## src/sv/pdp8_pkg.sv

```systemverilog
// Package for the PDP-8 instruction executor: shared types, opcodes and constants.
// Used by the controller, datapath and top level through scoped names.
package pdp8_pkg;

  localparam int MEM_WORDS_DEF = 4096;
  localparam int CYC_BITS_DEF  = 40;
  localparam int WORD_BITS     = 12;

  typedef enum logic [1:0] {
    ACT_LOAD = 2'd0,
    ACT_SETPC = 2'd1,
    ACT_EXEC = 2'd2,
    ACT_NONE = 2'd3
  } action_t;

  typedef enum logic [2:0] {
    OP_AND = 3'd0, OP_TAD = 3'd1, OP_ISZ = 3'd2, OP_DCA = 3'd3,
    OP_JMS = 3'd4, OP_JMP = 3'd5, OP_IOT = 3'd6, OP_OPR = 3'd7
  } opcode_t;

  localparam logic [5:0] DEV_KBD = 6'd3;
  localparam logic [5:0] DEV_PRT = 6'd4;

  typedef enum logic [3:0] {
    ST_IDLE, ST_CLEAR, ST_FETCH, ST_DECODE, ST_INDIR, ST_OPER, ST_EXEC, ST_DONE
  } state_t;

  // Commands from the controller to the datapath.
  typedef struct packed {
    logic       take_in;    // capture the request
    logic       clr_write;  // write zero at the clear address
    logic       load_write; // write the load word
    logic       set_pc;
    logic       rd_pc;      // memory read at program counter
    logic       rd_ea;      // memory read at effective address
    logic       lat_ir;     // latch instruction word, form address
    logic       lat_ind;    // latch indirect pointer as address
    logic       execute;    // execute with operand on read data
    logic       finish;     // build the result
  } cmd_t;

  // Status from the datapath to the controller.
  typedef struct packed {
    logic       clr_last;
    action_t    action;
    logic       halted;
    logic       indirect;
    logic       mem_ref;    // opcode takes a memory address
  } stat_t;

endpackage

```

## src/sv/pdp8_ctrl.sv

```systemverilog
// Controller state machine for the PDP-8 executor.
// Depends on pdp8_pkg.
module pdp8_ctrl (
  input  logic            clk,
  input  logic            rst,
  input  logic            in_valid,
  output logic            in_stall,
  output logic            out_valid,
  input  logic            out_stall,
  input  pdp8_pkg::stat_t stat,
  output pdp8_pkg::cmd_t  cmd
);
  pdp8_pkg::state_t state, state_next;

  always_ff @(posedge clk) begin
    if (rst) begin
      state <= pdp8_pkg::ST_CLEAR;
    end else begin
      state <= state_next;
    end
  end

  always_comb begin
    state_next = state;
    cmd        = '0;
    in_stall   = 1'b1;
    out_valid  = 1'b0;
    unique case (state)
      pdp8_pkg::ST_CLEAR: begin
        cmd.clr_write = 1'b1;
        if (stat.clr_last) begin
          state_next = pdp8_pkg::ST_IDLE;
        end
      end
      pdp8_pkg::ST_IDLE: begin
        in_stall = 1'b0;
        if (in_valid) begin
          cmd.take_in = 1'b1;
          state_next  = pdp8_pkg::ST_FETCH;
        end
      end
      pdp8_pkg::ST_FETCH: begin
        unique case (stat.action)
          pdp8_pkg::ACT_LOAD: begin
            cmd.load_write = 1'b1;
            cmd.finish     = 1'b1;
            state_next     = pdp8_pkg::ST_DONE;
          end
          pdp8_pkg::ACT_SETPC: begin
            cmd.set_pc = 1'b1;
            cmd.finish = 1'b1;
            state_next = pdp8_pkg::ST_DONE;
          end
          pdp8_pkg::ACT_EXEC: begin
            if (stat.halted) begin
              cmd.finish = 1'b1;
              state_next = pdp8_pkg::ST_DONE;
            end else begin
              cmd.rd_pc  = 1'b1;
              state_next = pdp8_pkg::ST_DECODE;
            end
          end
          default: begin
            cmd.finish = 1'b1;
            state_next = pdp8_pkg::ST_DONE;
          end
        endcase
      end
      pdp8_pkg::ST_DECODE: begin
        cmd.lat_ir = 1'b1;
        if (stat.mem_ref && stat.indirect) begin
          state_next = pdp8_pkg::ST_INDIR;
        end else if (stat.mem_ref) begin
          state_next = pdp8_pkg::ST_OPER;
        end else begin
          state_next = pdp8_pkg::ST_EXEC;
        end
      end
      pdp8_pkg::ST_INDIR: begin
        cmd.lat_ind = 1'b1;
        state_next  = pdp8_pkg::ST_OPER;
      end
      pdp8_pkg::ST_OPER: begin
        cmd.rd_ea  = 1'b1;
        state_next = pdp8_pkg::ST_EXEC;
      end
      pdp8_pkg::ST_EXEC: begin
        cmd.execute = 1'b1;
        cmd.finish  = 1'b1;
        state_next  = pdp8_pkg::ST_DONE;
      end
      pdp8_pkg::ST_DONE: begin
        out_valid = 1'b1;
        if (!out_stall) begin
          state_next = pdp8_pkg::ST_IDLE;
        end
      end
      default: state_next = pdp8_pkg::ST_IDLE;
    endcase
  end
endmodule

```

## config.mk

```make
export PLATFORM = sky130hd
export DESIGN_NAME = pdp8_ctrl
export DESIGN_NICKNAME = d
export VERILOG_FILES = /design/src/sv/pdp8_pkg.sv /design/src/sv/pdp8_ctrl.sv
export SDC_FILE = /design/constraint.sdc
export NUM_CORES = 1
export LEC_CHECK = 0
export ABC_AREA = 0
export BUFFER_PORTS_ARGS = -buffer_cell sky130_fd_sc_hd__clkbuf_2
export CAP_MARGIN = 25
export CORE_AREA = 2 2 39 41
export DETAILED_ROUTE_END_ITERATION = 8
export DIE_AREA = 0 0 41 43
export PLACE_DENSITY = 0.57
export RECOVER_POWER = 25
export SLEW_MARGIN = 20
export SYNTH_ARGS = -nofsm -noshare
export SYNTH_HDL_FRONTEND = slang
export SYNTH_SLANG_ARGS = --single-unit
```

## constraint.sdc

```tcl
create_clock -name clk -period 1.11 [get_ports clk]
set_input_delay 0.222 -clock clk [delete_from_list [all_inputs] [get_ports clk]]
set_output_delay 0.222 -clock clk [all_outputs]
set_load 0.02 [all_outputs]
```

* Yosys cells after proc, flatten, opt, wreduce, memory -nomap -nowiden
Index checks and enable logic that the tools add are counted.
** Storage, ports and cells
- Flip-flop bits (word level) :: 4
- Input bits :: 10
- Logic and storage cells :: 42
** Operators by class
- Eq/ne operators :: 12
- Muxes and demuxes :: 25
- Reductions and logical operators :: 4
** Operators by type and width (number)
- $pmux W4 S8 :: 1
- $mux W4 :: 5
- $eq A4 B3 Y1 const B :: 4
- $mux W1 :: 15
- $eq A4 B2 Y1 const B :: 2
- $mux W3 :: 2
- $ne A2 B2 Y1 const B :: 3
- $eq A4 B1 Y1 const B :: 1
- $logic_not A4 Y1 :: 1
- $reduce_and A3 Y1 :: 1
- $eq A2 B1 Y1 const B :: 1
- $eq A2 B2 Y1 const B :: 1
- $logic_not A2 Y1 :: 1
- $mux W2 :: 1
- $pmux W1 S2 :: 1
- $logic_and A1 B1 Y1 :: 1

* Logic depth before layout (Yosys ltp)
Gate-level depths: netlist (run 1).
- Depth after elaboration :: 3
- Mapped depth :: 4
- Depth with buffers taken out :: 3

* Worst setup path before layout (run 1)
Ideal clock, no wire load.
- Kind :: register -> output
- Start :: reg state[0]
- End :: out cmd[6] (netlist bit)
- Arrival time :: 1.409 ns
- Required time :: 0.888 ns
- Slack :: -0.521 ns
- Stages on the path, launching flop included :: 4
- Cell sequence :: dfxtp_1 -> clkbuf_2 -> nand2b_1 -> nor4b_1
** RTL lines
- start: declaration :: RTL line pdp8_ctrl.sv:13 : pdp8_pkg::state_t state, state_next;
- start signal: assignment :: RTL line pdp8_ctrl.sv:17 : state <= pdp8_pkg::ST_CLEAR;
- start signal: assignment :: RTL line pdp8_ctrl.sv:19 : state <= state_next;
- end: declaration :: RTL line pdp8_ctrl.sv:11 : output pdp8_pkg::cmd_t cmd

==> flow_summary.toml, run 1 <==
[run_status]
outcome = "complete, but fails checks"
violations = "setup timing"

[detailed_routing]
wl_per_cell_um = 11.18
drt_iter0_markers = 0
dr.pass1.iters = 1
finalWirelength_um = 1062
postRouteAntennaNets = 0
vias_per_cell = 4.568
post-route-drc-count = 0
vias = 434

[synth]
ys_types = 22
synth_top_area_share_pct = 21.52
ys.flop_type = "dfxtp_1"
syn_area_um2 = 279.0
synth_nets = 46
async_flop_share_pct = 0
syn-mean-instance-area_um2 = 7.750
yosysSeqAreaShare_pct = 21.52
synth_edf_count = 0
ys_ff_latch = 3
syn_inst = 36
yosysTopAreaCell = "dfxtp_1"
yosys_warnings = 0
synth.area.top_cells = "dfxtp_1 22%, nor2_1 6.7%, nor2b_1 6.7%, nor4b_1 6.3%, nor3b_1 5.4%"

[timing]
finalWorstSetupSlack_ns = -0.4655
skew_ns = 0.001824
max-slew-margin-rel_pct = 80.86
min_period_over_period_pct = 141.9
period_needed_ns = 1.576
setup_violations = 14
slew_viol_final = 0
fmax_mhz = 634.7
finalHoldViolations = 0
rsz0062_at_grt = "true"
worst_pin_slew_ns = 0.2830
fin_hold_ws_ns = 0.1856

[clock_tree]
cts_buffers = 3
clkSinkCount = 3
clockBufferDepth = 2
htree_levels = 1
cts_tree = "yes"
cts_root_buf = "clkbuf_4"
path_clk_slew_ns = 0.03
clk_latency_ns = 0.23

[worst_setup_path]
crit_type = "reg -> out"
critPathSlowestCell = "or4b_4"
path_max_fanout = 3
critPathMaxStageDelay_ns = 0.51
critPathArrivalTime_ns = 1.35
crit_required_ns = 0.89
cp-start-kind = "register"
path_cells = "or4b_4 -> nor2b_4 -> buf_6"
end_kind = "primary output"

[finish]
fillCellCount = 132
instances_no_fill = 95
reg.largest.list = "state x3"
final_util_pct = 59.67
final_common_cell = "buf_4"
largest_reg_flops = 3
multiInputGateArea_um2 = 329.1
antenna_cells = 0
layout_common_cells = "17 x buf_4, 11 x buf_6, 9 x clkbuf_2"
final-seq-area_um2 = 71.32
regMostFlops = "state"
syn2layout_area_growth_pct = 196.0
layout.nets = 90
drive_above_1_share_pct = 86.08

[pwr]
leakage_uw = 0.0003829
p_comb_share_pct = 63.5
p_per_area_nw_per_um2 = 1163
power_frac_clock_pct = 19.3
finalPower_uw = 960.7
switching_power_uw = 335.6
peakVddDrop_uv = 588.3
internal-power_uw = 625.1
swShare_pct = 34.93
power_frac_seq_pct = 17.2

[grt]
grt_util_all_layers_pct = 11.33
grt_pass1_vias = 383
overflow = 0
grt_antenna_before_repair = 0
grt_max_degree = 9
grt_pass1_wl_um = 1338

[floorplanning]
core_um2 = 1384
start_util_pct = 20.16
die_y_um = 43
rows = 14
io_pins = 22
die_area_um2 = 1763
die_w_um = 41

[place]
pre_cts_slack_ns = -0.2674
placedCellCount = 85
gp_congestion = 0.7073
dp_hpwl_um = 727.2
portBuffers = 21

[job]
maxCapViolations = 0

[hold_path]
min_path_type = "in -> reg"
## cell usage after synthesis (2+ instances only)
library cell  count
nor2_1            5
dfxtp_1           3
nor2b_1           3
a21oi_1           2
and3_1            2
buf_2             2
nand2b_1          2
nor3b_1           2
nor4b_1           2
## through the flow
stage	TNS, ns	area (µm²)
after floorplan	-0.8229	365.4
final	-4.234	825.8
after CTS	-4.194	700.7
after global placement	-1.583	585.6
after detailed placement	-1.622	585.6
after global routing	-4.891	825.8
## power groups by stage
stage | logic, µW | registers (µW) | clock network [µW]
3_3_place_gp | 387 | 171 | 0
5_1_grt | 648 | 168 | 206
2_1_floorplan | 253 | 151 | 0
3_5_place_dp | 392 | 170 | 0
6_report | 610 | 165 | 186
4_1_cts | 485 | 165 | 198
## final timing paths
check,from,end,slack (ns),cells after the start
max,state[2]$_SDFFE_PP0P_,cmd[0],-0.47,3
max reg2reg,state[2]$_SDFFE_PP0P_,state[2]$_SDFFE_PP0P_,-0.33,5
min reg2reg,state[0]$_SDFFE_PP1P_,state[0]$_SDFFE_PP1P_,0.61,2
min,rst,state[1]$_SDFFE_PP0P_,0.19,2
## critical path: cells and delay by family (launching register included)
kind,cells,cell delay [ns]
buffers and inverters,1,0.12
AND/OR/NAND/NOR,2,0.66
flip-flops,1,0.34
## cell type report
| class | instances | share of cell area (%) |
|---|---|---|
| repair buffers | 42 | 45.45 |
| multi-input cells | 29 | 39.85 |
| flip-flops and latches | 3 | 8.636 |
| clock buffers | 4 | 3.182 |
| well taps | 16 | 2.424 |
| inverters | 1 | 0.4545 |
## kinds of logic (layout without fill, tap and decap cells)
family | Yosys count | in the layout | share of synthesized area (%)
compound gates | 7 | 7 | 21.08
buf+inv | 4 | 47 | 6.724
flops | 3 | 3 | 21.53
simple gates | 22 | 22 | 50.67
## what timing repair did
action | in CTS | in global routing
setup buffers | 4 | 3
hold buffers | 0 | 0
setup endpoints to repair | 15 | 15
pin swaps | 2 | 8
gates resized for setup | 18 | 42
## routing by layer
metal	vias to the layer above	routed length (µm)	share of wire, %	track usage, %
met3	0	50	4.7	1.571
li1	220	-	-	-
met2	12	629	59	20.31
met1	202	381	36	10.58
met5	-	0	0	0
met4	0	0	0	8.000
Power figures use the tool's default switching activity.
==> inputs of run 2 (changes only) <==
CTS_BUF_LIST = sky130_fd_sc_hd__clkbuf_4   (was unset)
==> run 2 against run 1 <==
Against the previous run: the run still ends with setup timing left; die area unchanged; count of clock-buffer cells in the layout unchanged; first-iteration DRC count unchanged; clock power increased by 13%; sequential power about the same; flip-flop and latch count unchanged.
==> flow_summary.toml, run 2 (same netlist as run 1, synthesis figures left out) <==
[detailed_routing]
highest_layer = "met3"
drt_iter0_markers = 0
wl_per_cell_um = 11.41
vias_per_cell = 4.600
finalWirelength_um = 1084
vias = 437
postRouteAntennaNets = 0
dr.pass1.iters = 1
post-route-drc-count = 0
met3_length_um = 50
wl_met1_um = 400
met2_length_um = 633

[grt]
grt_max_degree = 9
grt_antenna_before_repair = 0
overflow = 0
grt_util_all_layers_pct = 11.33
grt_pass1_wl_um = 1338
grt_pass1_vias = 383

[timing]
period_needed_ns = 1.577
skew_ns = 0.002095
finalWorstSetupSlack_ns = -0.4665
worst_pin_slew_ns = 0.2765
fin_tns_setup_ns = -4.249
setup_violations = 14
fmax_mhz = 634.3
finalHoldViolations = 0
rsz0062_at_grt = "true"
min_period_over_period_pct = 142.0
slew_viol_final = 0
max-slew-margin-rel_pct = 81.31

[floorplanning]
die_y_um = 43
die_w_um = 41
start_util_pct = 20.16
rows = 14
die_area_um2 = 1763
core_um2 = 1384
io_pins = 22

[hold_path]
holdPathStages = 2
min_path_type = "in -> reg"
hp-start = "rst"
min_to = "state[1]$_SDFFE_PP0P_"

[clock_tree]
cts_root_buf = "clkbuf_4"
cts_buffers = 3
path_clk_slew_ns = 0.04
clockBufferDepth = 2
clk_latency_ns = 0.23
clkSinkCount = 3
htree_levels = 1
cts_tree = "yes"

[finish]
antenna_cells = 0
reg.largest.list = "state x3"
regMostFlops = "state"
syn2layout_area_growth_pct = 197.3
final_util_pct = 59.95
largest_reg_flops = 3
drive_above_1_share_pct = 87.34
fillCellCount = 131
final_common_cell = "buf_4"
layout.nets = 90
layout_common_cells = "17 x buf_4, 11 x buf_6, 9 x clkbuf_2"

[worst_setup_path]
path_cells = "or4b_4 -> nor2b_4 -> buf_6"
critPathMaxStageDelay_ns = 0.51
r2r_cells = 5
cp-start-kind = "register"
crit_type = "reg -> out"
r2r_setup_slack_ns = -0.33
crit_family = "simple AND/OR/NAND/NOR gates"
r2r-end = "state[2]$_SDFFE_PP0P_"
critPathArrivalTime_ns = 1.35
critPathSlowestCell = "or4b_4"
worst-path-buf-inv = 1
crit_required_ns = 0.89
end_kind = "primary output"
reg2reg_from = "state[2]$_SDFFE_PP0P_"
path_max_fanout = 3

[place]
portBuffers = 21
dp_hpwl_um = 727.2
gp_congestion = 0.7073
pre_cts_slack_ns = -0.2674

[job]
maxCapViolations = 0

[run_status]
violations = "setup timing"
outcome = "complete, but fails checks"

[pwr]
p_per_area_nw_per_um2 = 1190
peakVddDrop_uv = 592.0
leakage_uw = 0.0003863
==> run 2: cell counts in the layout (fill, tap and decap cells not counted) <==
Identical to the previous run, type by type.
==> run 2: how the worst max path moves through the flow <==
stage                     cells after the start      to                   from
after detailed placement                      4  cmd[0]                stat[3]
after floorplan                               3  cmd[6]  state[0]$_SDFFE_PP1P_
after global placement                        4  cmd[0]                stat[2]
after CTS                                     3  cmd[0]  state[2]$_SDFFE_PP0P_
after global routing                          3  cmd[0]  state[2]$_SDFFE_PP0P_
final                                         3  cmd[0]  state[2]$_SDFFE_PP0P_
==> run 2: cell type report <==
| class | instances | area (µm²) | share of cell area, % |
|---|---|---|---|
| Inverter | 1 | 3.754 | 0.4525 |
| Timing Repair Buffer | 42 | 375.4 | 45.25 |
| Tap cell | 16 | 20.02 | 2.413 |
| Clock buffer | 4 | 30.03 | 3.620 |
| Sequential cell | 3 | 71.32 | 8.597 |
| Multi-Input combinational cell | 29 | 329.1 | 39.67 |
==> run 2: report_power, final <==
part	internal, µW	switching (µW)
combinational	357	253
sequential	134	32.0
clock	159	52.6
total	649	338
==> run 2: stage by stage <==
stage / total power (µW) / instance area, µm² / hold WS [ns] / cells
after floorplan: 403.8 / 365.4 / 0.2837 / 36
after global placement: 557.9 / 585.6 / 0.4071 / 85
after detailed placement: 561.9 / 585.6 / 0.4097 / 85
after CTS: 872.7 / 704.4 / 0.1616 / 93
after global routing: 1051 / 829.5 / 0.1875 / 95
final: 987.2 / 829.5 / 0.1866 / 95
==> run 2: layer usage <==
metal | vias up | global-route usage (%)
met3 | 0 | 1.571
met5 | - | 0
met1 | 204 | 10.58
met4 | 0 | 8.000
met2 | 12 | 20.31
li1 | 221 | -
==> run 2: what timing repair did <==
| item | CTS | global route |
|---|---|---|
| hold buffers | 0 | 0 |
| pin swaps | 2 | 8 |
| gates resized for setup | 18 | 42 |
| endpoints found under the setup margin | 15 | 15 |
| setup buffers | 4 | 3 |
==> inputs of run 3 (changes only) <==
PLACE_DENSITY = 0.59   (was 0.57)
==> run 3 against run 2 <==
Against the previous run: the run still ends with setup timing left; clock power rose by 2%; count of clock-buffer cells in the layout did not move; non-clock buffer count increased by 2; sequential power shrank 4%; cell count is 2.1% higher.
==> flow_summary.toml, run 3 (same netlist as run 1, synthesis figures left out) <==
[run_status]
outcome = "complete, but fails checks"
violations = "setup timing"

[place]
dp_hpwl_um = 798.4
gp_congestion = 0.7559
portBuffers = 21
placedCellCount = 84

[pwr]
internal-power_uw = 672.8
power_frac_clock_pct = 20.8
peakVddDrop_uv = 735.1
switching_power_uw = 365.6
leakage_uw = 0.0004024
p_per_area_nw_per_um2 = 1189
swShare_pct = 35.21
power_frac_seq_pct = 15.3
p_comb_share_pct = 63.9

[finish]
antenna_cells = 0
fillCellCount = 114
instances_no_fill = 97
drive_above_1_share_pct = 85.19
final_util_pct = 63.11
layout.nets = 92
final_common_cell = "buf_4"
regMostFlops = "state"
reg.largest.list = "state x3"
syn2layout_area_growth_pct = 213.0
layout_common_cells = "16 x buf_4, 9 x clkbuf_2, 9 x buf_6"
largest_reg_flops = 3

[clock_tree]
cts_tree = "yes"
path_clk_slew_ns = 0.04
clkSinkCount = 3
clk_latency_ns = 0.23
cts_root_buf = "clkbuf_4"
clockBufferDepth = 2
cts_buffers = 3
htree_levels = 1

[worst_setup_path]
path_depth = 3
cp-start-kind = "register"
critPathArrivalTime_ns = 1.33
startpoint = "state[2]$_SDFFE_PP0P_"
r2r_cells = 6
critPathSlowestCell = "or4b_4"
r2r_setup_slack_ns = -0.42
path_cells = "or4b_4 -> nor2b_4 -> buf_8"
end_kind = "primary output"
worst-path-buf-inv = 1
critPathMaxStageDelay_ns = 0.51
crit_end = "cmd[0]"
r2r-end = "state[2]$_SDFFE_PP0P_"
crit_type = "reg -> out"
path_max_fanout = 3
crit_required_ns = 0.89
reg2reg_from = "state[2]$_SDFFE_PP0P_"
crit_family = "simple AND/OR/NAND/NOR gates"

[grt]
grt_max_degree = 10
grt_pass1_wl_um = 2001
overflow = 0
grt_pass1_vias = 480
grt_util_all_layers_pct = 16.83
grt_antenna_before_repair = 0

[detailed_routing]
dr.pass1.iters = 2
finalWirelength_um = 1328
post-route-drc-count = 0
vias = 457
drt_iter0_markers = 2
postRouteAntennaNets = 0
wl_per_cell_um = 13.69
vias_per_cell = 4.711

[floorplanning]
die_area_um2 = 1763
die_y_um = 43
rows = 14
core_um2 = 1384
io_pins = 22
die_w_um = 41
start_util_pct = 20.16

[job]
maxCapViolations = 0

[timing]
worst_pin_slew_ns = 0.3452
finalHoldViolations = 0
min_period_over_period_pct = 139.5
slew_viol_final = 0
setup_violations = 15
max-slew-margin-rel_pct = 76.66
skew_ns = 0.004867
finalWorstSetupSlack_ns = -0.4382
fmax_mhz = 645.9
period_needed_ns = 1.548
rsz0062_at_grt = "true"

[hold_path]
min_path_type = "in -> reg"
run 3: changes by cell type in the layout (fill, tap and decap cells not counted), sizes merged:
cell	previous run	this run
clkbuf	14	16
run 3: per-layer routing:
metal | GRT usage (%) | vias up | part of all wire [%]
met5 | 0 | - | 0
met4 | 6.000 | 0 | 1.1
met3 | 8.901 | 4 | 5.7
met2 | 29.38 | 18 | 59
met1 | 15.34 | 213 | 34
li1 | - | 222 | -
run 3: area by class of cell:
cell class / count / area [µm²] / share of cell area, %
Inverter: 1 / 6.256 / 0.7163
Tap cell: 16 / 20.02 / 2.292
Sequential cell: 3 / 68.82 / 7.880
Timing Repair Buffer: 44 / 417.9 / 47.85
Clock buffer: 4 / 30.03 / 3.438
Multi-Input combinational cell: 29 / 330.3 / 37.82
run 3: metrics by stage:
step	setup WS, ns	TNS [ns]	hold slack, ns	instance area [µm²]	total power (µW)
floorplan	-0.1607	-0.8229	0.2837	365.4	403.8
global placement	-0.2557	-1.343	0.4135	590.6	570.0
detailed placement	-0.2648	-1.436	0.4169	590.6	575.5
CTS	-0.4520	-4.463	0.1669	805.8	949.6
global route	-0.4705	-5.249	0.1954	873.3	1099
finish	-0.4382	-4.528	0.1874	873.3	1038
run 3: power by group through the flow:
stage	clock network [µW]	logic [µW]	registers (µW)
2_1_floorplan	0	253	151
3_3_place_gp	0	412	158
3_5_place_dp	0	417	158
4_1_cts	225	566	158
5_1_grt	239	699	161
6_report	216	663	159
run 3: worst reg2reg max path, stage by stage (launching register included):
cell      delay [ns]
dfxtp_2         0.31
or4b_4          0.51
buf_4           0.16
buf_6           0.11
buf_6           0.11
o221ai_4        0.14
a21oi_2         0.08
run 3: worst min-delay path by stage:
stage | from | end | slack, ns | depth (start not counted)
floorplan | rst | state[1]$_SDFFE_PP0P_ | 0.28 | 1
global placement | rst | state[2]$_SDFFE_PP0P_ | 0.41 | 2
detailed placement | rst | state[2]$_SDFFE_PP0P_ | 0.42 | 2
CTS | rst | state[2]$_SDFFE_PP0P_ | 0.17 | 2
global route | rst | state[2]$_SDFFE_PP0P_ | 0.20 | 2
finish | rst | state[2]$_SDFFE_PP0P_ | 0.19 | 2
run 3: what timing repair did:
action / in CTS / in global routing
hold buffers: 0 / 0
pin swaps: 8 / 5
gates resized for setup: 35 / 19
endpoints found under the hold margin: 0 / 0
setup buffers: 7 / 2
endpoints found under the setup margin: 14 / 15
